--- src/hdl/clvp_pkg.sv ---
// ---------------------------------------------------------------------------
// clvp_pkg
// Shared constants, types and the value fold for the context load value
// predictor.
// ---------------------------------------------------------------------------
package clvp_pkg;

  // field widths
  localparam int PC_W    = 64;
  localparam int VALUE_W = 64;
  localparam int ID_W    = 16;
  localparam int HASH_W  = 16;

  // prediction table geometry
  localparam int PRED_ENTRIES  = 65536;
  localparam int PRED_IDX_BITS = $clog2(PRED_ENTRIES);

  // parameter defaults
  localparam int HIST_IDX_BITS_DEF = 10;
  localparam int CTX_DEPTH_DEF     = 4;

  // result of the context evaluation, handed from the context logic to the top
  typedef struct packed {
    logic              hit;
    logic [HASH_W-1:0] old_hash;
    logic [HASH_W-1:0] new_hash;
  } clvp_ctx_t;

  // xor-fold of a value into one 16-bit id
  function automatic logic [ID_W-1:0] value_id(input logic [VALUE_W-1:0] v);
    value_id = v[15:0] ^ v[31:16] ^ v[47:32] ^ v[63:48];
  endfunction

endpackage

--- src/hdl/clvp_ctx.sv ---
// ---------------------------------------------------------------------------
// clvp_ctx
// Context logic: tag check on a history entry, old and new context hash,
// and the updated history entry to write back.
// ---------------------------------------------------------------------------
module clvp_ctx
  import clvp_pkg::*;
#(
  parameter int HIST_IDX_BITS = HIST_IDX_BITS_DEF,
  parameter int CTX_DEPTH     = CTX_DEPTH_DEF,
  localparam int TAG_W = PC_W - HIST_IDX_BITS,
  localparam int IDS_W = ID_W * CTX_DEPTH,
  localparam int PTR_W = $clog2(CTX_DEPTH),
  localparam int ENT_W = 1 + TAG_W + IDS_W + PTR_W
) (
  input  logic [ENT_W-1:0] entry,
  input  logic [TAG_W-1:0] tag,
  input  logic [ID_W-1:0]  new_id,
  output clvp_ctx_t        ctx,
  output logic [ENT_W-1:0] new_entry
);

  logic             ent_valid;
  logic [TAG_W-1:0] ent_tag;
  logic [IDS_W-1:0] ent_ids;
  logic [PTR_W-1:0] ent_ptr;
  logic [IDS_W-1:0] upd_ids;
  logic [PTR_W-1:0] upd_ptr;
  logic [PTR_W:0]   ptr_inc;
  logic             hit;

  // context hash: ids oldest first, shifted by two bits per step toward newest
  function automatic logic [HASH_W-1:0] ctx_hash(input logic [IDS_W-1:0] ids,
                                                 input logic [PTR_W-1:0] ptr);
    logic [HASH_W-1:0] h;
    logic [PTR_W:0]    pos;
    logic [ID_W-1:0]   id;
    logic [HASH_W-1:0] sh;
    h = '0;
    for (int i = 0; i < CTX_DEPTH; i++) begin
      pos = {1'b0, ptr} + (PTR_W+1)'(i);
      if (pos >= (PTR_W+1)'(CTX_DEPTH)) begin
        pos = pos - (PTR_W+1)'(CTX_DEPTH);
      end
      id = '0;
      for (int k = 0; k < CTX_DEPTH; k++) begin
        if (pos == (PTR_W+1)'(k)) begin
          id = ids[k*ID_W +: ID_W];
        end
      end
      sh = HASH_W'(id) << (2 * (CTX_DEPTH - 1 - i));
      h  = h ^ sh;
    end
    ctx_hash = h;
  endfunction

  // unpack the entry
  assign ent_valid = entry[ENT_W-1];
  assign ent_tag   = entry[ENT_W-2 -: TAG_W];
  assign ent_ids   = entry[PTR_W +: IDS_W];
  assign ent_ptr   = entry[PTR_W-1:0];

  assign hit = ent_valid && (ent_tag == tag);

  // pointer advance with wrap
  assign ptr_inc = {1'b0, ent_ptr} + (PTR_W+1)'(1);

  // updated ring and pointer
  always_comb begin
    if (hit) begin
      upd_ids = ent_ids;
      for (int k = 0; k < CTX_DEPTH; k++) begin
        if (ent_ptr == PTR_W'(k)) begin
          upd_ids[k*ID_W +: ID_W] = new_id;
        end
      end
      if (ptr_inc >= (PTR_W+1)'(CTX_DEPTH)) begin
        upd_ptr = '0;
      end else begin
        upd_ptr = ptr_inc[PTR_W-1:0];
      end
    end else begin
      upd_ids             = '0;
      upd_ids[ID_W-1:0]   = new_id;
      upd_ptr             = PTR_W'(1);
    end
  end

  assign new_entry    = {1'b1, tag, upd_ids, upd_ptr};
  assign ctx.hit      = hit;
  assign ctx.old_hash = ctx_hash(ent_ids, ent_ptr);
  assign ctx.new_hash = ctx_hash(upd_ids, upd_ptr);

endmodule

--- config.mk ---
export PLATFORM = sky130hd
export DESIGN_NAME = clvp_ctx
export DESIGN_NICKNAME = d
export VERILOG_FILES = /design/src/hdl/clvp_pkg.sv /design/src/hdl/clvp_ctx.sv
export SDC_FILE = /design/constraint.sdc
export NUM_CORES = 1
export LEC_CHECK = 0
export BUFFER_PORTS_ARGS = -buffer_cell sky130_fd_sc_hd__clkbuf_2
export CORE_AREA = 4 4 130 132
export DETAILED_ROUTE_END_ITERATION = 10
export DIE_AREA = 0 0 134 136
export PLACE_DENSITY = 0.73
export SLEW_MARGIN = 5
export SYNTH_ARGS = -nofsm -noshare
export SYNTH_HDL_FRONTEND = slang
export SYNTH_SLANG_ARGS = --single-unit
export TNS_END_PERCENT = 50
--- constraint.sdc ---
create_clock -name vclk -period 5.4
set_clock_uncertainty 0.1 [all_clocks]
set_input_delay 0.54 -clock vclk [all_inputs]
set_output_delay 0.54 -clock vclk [all_outputs]
set_load 0.02 [all_outputs]
==> results of run 1 <==
## through the flow
step                 util  std cells
floorplan               -       1053
detailed placement  0.500       1506
global route        0.500       1506
global placement    0.500       1506
CTS                 0.500       1506
finish              0.500       1506
## worst min-delay path by stage
stage,to,slack [ns]
floorplan,new_entry[100],1.09
global placement,new_entry[98],1.22
detailed placement,new_entry[110],1.22
CTS,new_entry[98],1.22
global route,new_entry[110],1.23
finish,new_entry[98],1.22
## metal layers
metal / GRT usage / vias up / wire (um)
li1: - / 4114 / -
met1: 0.411 / 3886 / 12000
met2: 0.490 / 569 / 13500
met3: 0.0492 / 54 / 3170
met4: 0.0577 / 2 / 626
met5: 0 / - / 7
## report_power, final
part	switching (mW)	internal, mW	leakage (nW)	total (mW)
sequential	0	0	0	0
clock	0	0	0	0
combinational	0.591	0.370	3.68	0.961
total	0.591	0.370	3.68	0.961
## cell families (layout without fill, tap and decap cells)
kind of cell	count (synthesis)	after routing	share of synthesized area
other cells	1	1	0.000588
xor+xnor	131	131	0.182
buf+inv	161	398	0.131
simple gates	366	366	0.254
mux	84	84	0.135
compound gates	303	303	0.284
fa+ha+maj	7	7	0.0137
## area by class of cell
cell class / count / area (um^2) / area share
multi-input cells: 892 / 5570 / 0.708
repair buffers: 370 / 1920 / 0.244
well taps: 216 / 270 / 0.0344
inverters: 28 / 105 / 0.0134
## worst max-delay path: cells and delay by family
family	cells	cell delay, ns
AO/OA/AOI/OAI	2	0.50
multiplexers	3	0.73
XOR/XNOR	2	0.57
AND/OR/NAND/NOR	3	1.43
buffers and inverters	2	0.25
## cells in the final DEF (no fill, tap or decap), types with 3 or more instances in the layout
| cell | instances |
|---|---|
| a211oi_1 | 7 |
| xor2_1 | 42 |
| inv_1 | 26 |
| a32oi_1 | 3 |
| and4_1 | 4 |
| nand4_1 | 9 |
| o21ai_0 | 92 |
| ha_1 | 3 |
| nor4_1 | 9 |
| a221o_1 | 12 |
| a21oi_1 | 113 |
| nor2_1 | 165 |
| buf_4 | 26 |
| o22a_1 | 5 |
| mux2_2 | 14 |
| nand2b_1 | 5 |
| nor3_1 | 14 |
| or3_1 | 6 |
| and3_1 | 15 |
| nand2_1 | 108 |
| mux2i_1 | 69 |
| ha_2 | 3 |
| o22ai_1 | 24 |
| a22oi_1 | 11 |
| nand3_1 | 6 |
| xnor2_1 | 88 |
| clkbuf_2 | 344 |
| nor2b_1 | 12 |
==> metrics.yaml, run 1 <==
slew_violations: 0
synth_area_um2: 6370
finalPower_uw: 961
synth_top_area_share: 0.121
wl_um: 29300
cts_resized: 0
placed_area_um2: 7860
synth.avg_cell_area_um2: 6.05
fin_area_um2: 7860
hold_ws_ns: 1.22
wl_per_cell_um: 19.4
maxCapViolations: 0
ys_types: 72
slew_headroom: 0.461
rsz0062_at_grt: "no"
cp_slowest_cell: "and4_1"
grt_overflow: 0
fp.dieW_um: 134
drt_iter0_drc: 1137
path_common_cell: "mux2i_1"
core_um2: 15700
grt_pass1_wl_um: 44200
ys_seq_area_frac: 0
seq_area_um2: 0
synth_most_common_cell: "nor2_1"
nFillCells: 1701
hold_class: "in2out"
path_class: "in2out"
io_pins: 345
setup.worst_path.start_class: "input port"
clock_buffers: 0
layout-drive-gt1-share: 0.310
post-cts-setup-buffers: 0
tns_ns: 0
drtAntennaViolNets: 0
p_leak_nw: 3.68
numPortBuffers: 344
max_stage_delay_ns: 0.76
arrival_ns: 4.02
cp.required_ns: 4.76
max_freq_ghz: 0.215
synth_nets: 1251
rows: 46
drc_errors: 0
yosys_warnings: 0
dieArea_um2: 18200
fin_crit_sh: 0.863
grt.total_usage: 0.297
dr.pass1.iters: 5
path_cells: "clkbuf_2 > xnor2_1 > nand4_1 > nor4_1 > and4_1 > mux2i_1 > mux2i_1 > xnor2_1 > mux2i_1 > a31o_2 > a22o_1 > clkbuf_2"
globalplace.congestion: 0.981
layout_setup_ws_ns: 0.741
end_kind: "output port"
dp_hpwl_um: 23300
diodes: 0
areaGrowthSynthToFinish_pct: 23.3
ir_drop_v: 0.0000611
crit_path_start: "tag[38]"
initial_core_util: 0.406
antenna_found_initial: 1
seq_cells: 0
hold_viol: 0
die_y_um: 136
num_vias: 8625
crit_end: "ctx[8]"
netlist_instances: 1053
setup_viol: 0
place_ws_ns: 0.679
cts_hold_buffers: 0
grt_max_degree: 79
holdCritStartpoint: "tag[32]"
first_global_vias: 7884
cp_max_fo: 11
period_minus_slack_ns: 4.66
synth_area_leaders: "xnor2_1 12%, mux2i_1 11%, nor2_1 9.7%"
outcome: "finished, final reports clean"
synth_top_cell_by_area: "xnor2_1"
holdPathStages: 2
tightest_slew_ns: 0.809
post_drt_via_cell_ratio: 5.73
synth_commonest_cells: "165 x nor2_1, 113 x a21oi_1, 108 x nand2_1"
p_per_area_nw_per_um2: 122
nets: 1490
(Power assumes the default switching activity.)
==> run 2, diff against run 1 <==
CORE_AREA = 4 4 131 133   (was 4 4 130 132)
DIE_AREA = 0 0 135 137   (was 0 0 134 136)
PLACE_DENSITY = 0.74   (was 0.73)
clock period = 4.2 ns   (was 5.4 ns; I/O delays follow)
==> run 2 against run 1 <==
Flip-flop and latch count unchanged. Total power increased by 32%. First-iteration DRC count decreased by 12%. Hold slack got worse by 0.24 ns. Final cell count increased by 1.9%. Critical path depth decreased by 1. Final area increased by 3.0%. Utilization increased by 1.1 points. Critical endpoint is now ctx[9].
==> metrics.yaml, run 2 (synthesized netlist as in run 1, its figures left out) <==
slew_violations: 0
drt_iter0_drc: 1001
wl_um: 30200
maxCapViolations: 0
max_freq_ghz: 0.254
hold_viol: 0
ir_drop_v: 0.0000889
tightest_slew_ns: 0.987
nFillCells: 1705
wl_per_cell_um: 19.7
cp_max_fo: 11
wl_met1_um: 12100
fp.dieW_um: 135
areaGrowthSynthToFinish_pct: 27.0
rows: 46
setup_viol: 0
slew_headroom: 0.341
dieArea_um2: 18500
holdCritStartpoint: "tag[22]"
p_per_area_nw_per_um2: 157
globalplace.congestion: 0.993
p_leak_nw: 3.82
seq_cells: 0
period_minus_slack_ns: 3.93
outcome: "finished, final reports clean"
max_stage_delay_ns: 0.44
arrival_ns: 3.41
hold_path_end: "new_entry[88]"
antenna_found_initial: 1
post-cts-setup-buffers: 0
num_vias: 8823
layout_commonest_cell: "clkbuf_2"
utilization: 0.511
grt_pass1_wl_um: 45500
diodes: 0
rsz0062_at_grt: "no"
drc_errors: 0
seq_area_um2: 0
first_global_vias: 8135
die_y_um: 137
dr.pass1.iters: 6
nets: 1519
path_class: "in2out"
end_kind: "output port"
setup.worst_path.start_class: "input port"
drtAntennaViolNets: 0
post_drt_via_cell_ratio: 5.75
clock_buffers: 0
cp_top_family: "simple AND/OR/NAND/NOR gates"
numPortBuffers: 344
wl_met2_um: 14000
cp.required_ns: 3.68
core_um2: 15800
hold_class: "in2out"
dp_hpwl_um: 24800
path_cells: "clkbuf_2 > ha_1 > or2_2 > buf_4 > a21oi_1 > xnor2_1 > a21oi_1 > or3_1 > a32o_1 > nor3_1 > clkbuf_2"
final_cell_mix: "344 x clkbuf_2, 165 x nor2_1, 113 x a21oi_1"
holdPathStages: 2
wl_met3_um: 3180
io_pins: 345
fin_crit_sh: 0.936
top_layer: "met5"
hold_ws_ns: 0.981
cp_slowest_cell: "or2_2"
path_buf_inv: 3
layout-drive-gt1-share: 0.326
finalPower_mw: 1.27
initial_core_util: 0.403
grt.total_usage: 0.306
tns_ns: 0
grt_max_degree: 57
grt_overflow: 0
==> run 2: changes by cell type in the layout (fill, tap and decap cells not counted), sizes merged <==
cell,delta
buf,+29
==> run 2: how the worst max path moves through the flow <==
stage	slack (ns)	startpoint	depth (start not counted)	to
2_1_floorplan	0.62	tag[52]	10	ctx[9]
3_3_place_gp	0.35	tag[32]	13	ctx[14]
3_5_place_dp	0.28	tag[32]	13	ctx[14]
6_report	0.27	entry[0]	11	ctx[9]
4_1_cts	0.27	tag[32]	13	ctx[14]
5_1_grt	0.01	tag[12]	14	ctx[13]
==> run 2: metal layers <==
metal | vias to the layer above | track usage
met2 | 577 | 0.513
li1 | 4183 | -
met1 | 3986 | 0.419
met4 | 2 | 0.0745
met5 | - | 0
met3 | 75 | 0.0390
==> run 2: layout make-up <==
class | instances | area, um^2 | share of cell area
Inverter | 28 | 105 | 0.0130
Multi-Input combinational cell | 892 | 5570 | 0.688
Tap cell | 216 | 270 | 0.0334
Timing Repair Buffer | 399 | 2150 | 0.265
==> run 2: stage by stage <==
step / area, um^2 / worst slack (ns) / cells
6_report: 8090 / 0.267 / 1535
5_1_grt: 8090 / 0.0137 / 1535
4_1_cts: 8090 / 0.272 / 1535
3_5_place_dp: 8090 / 0.278 / 1535
3_3_place_gp: 8090 / 0.352 / 1535
2_1_floorplan: 6370 / 0.618 / 1053
==> run 2: what timing repair did <==
| action | 4_1_cts | 5_1_grt |
|---|---|---|
| gates resized for setup | 0 | 1 |
| endpoints found under the setup margin | 0 | 1 |
| hold buffers | 0 | 0 |
==> run 2: power breakdown <==
part           switching [mW]  total, mW  internal (mW)
clock network               0          0              0
registers                   0          0              0
logic                   0.770       1.27          0.500
total                   0.770       1.27          0.500
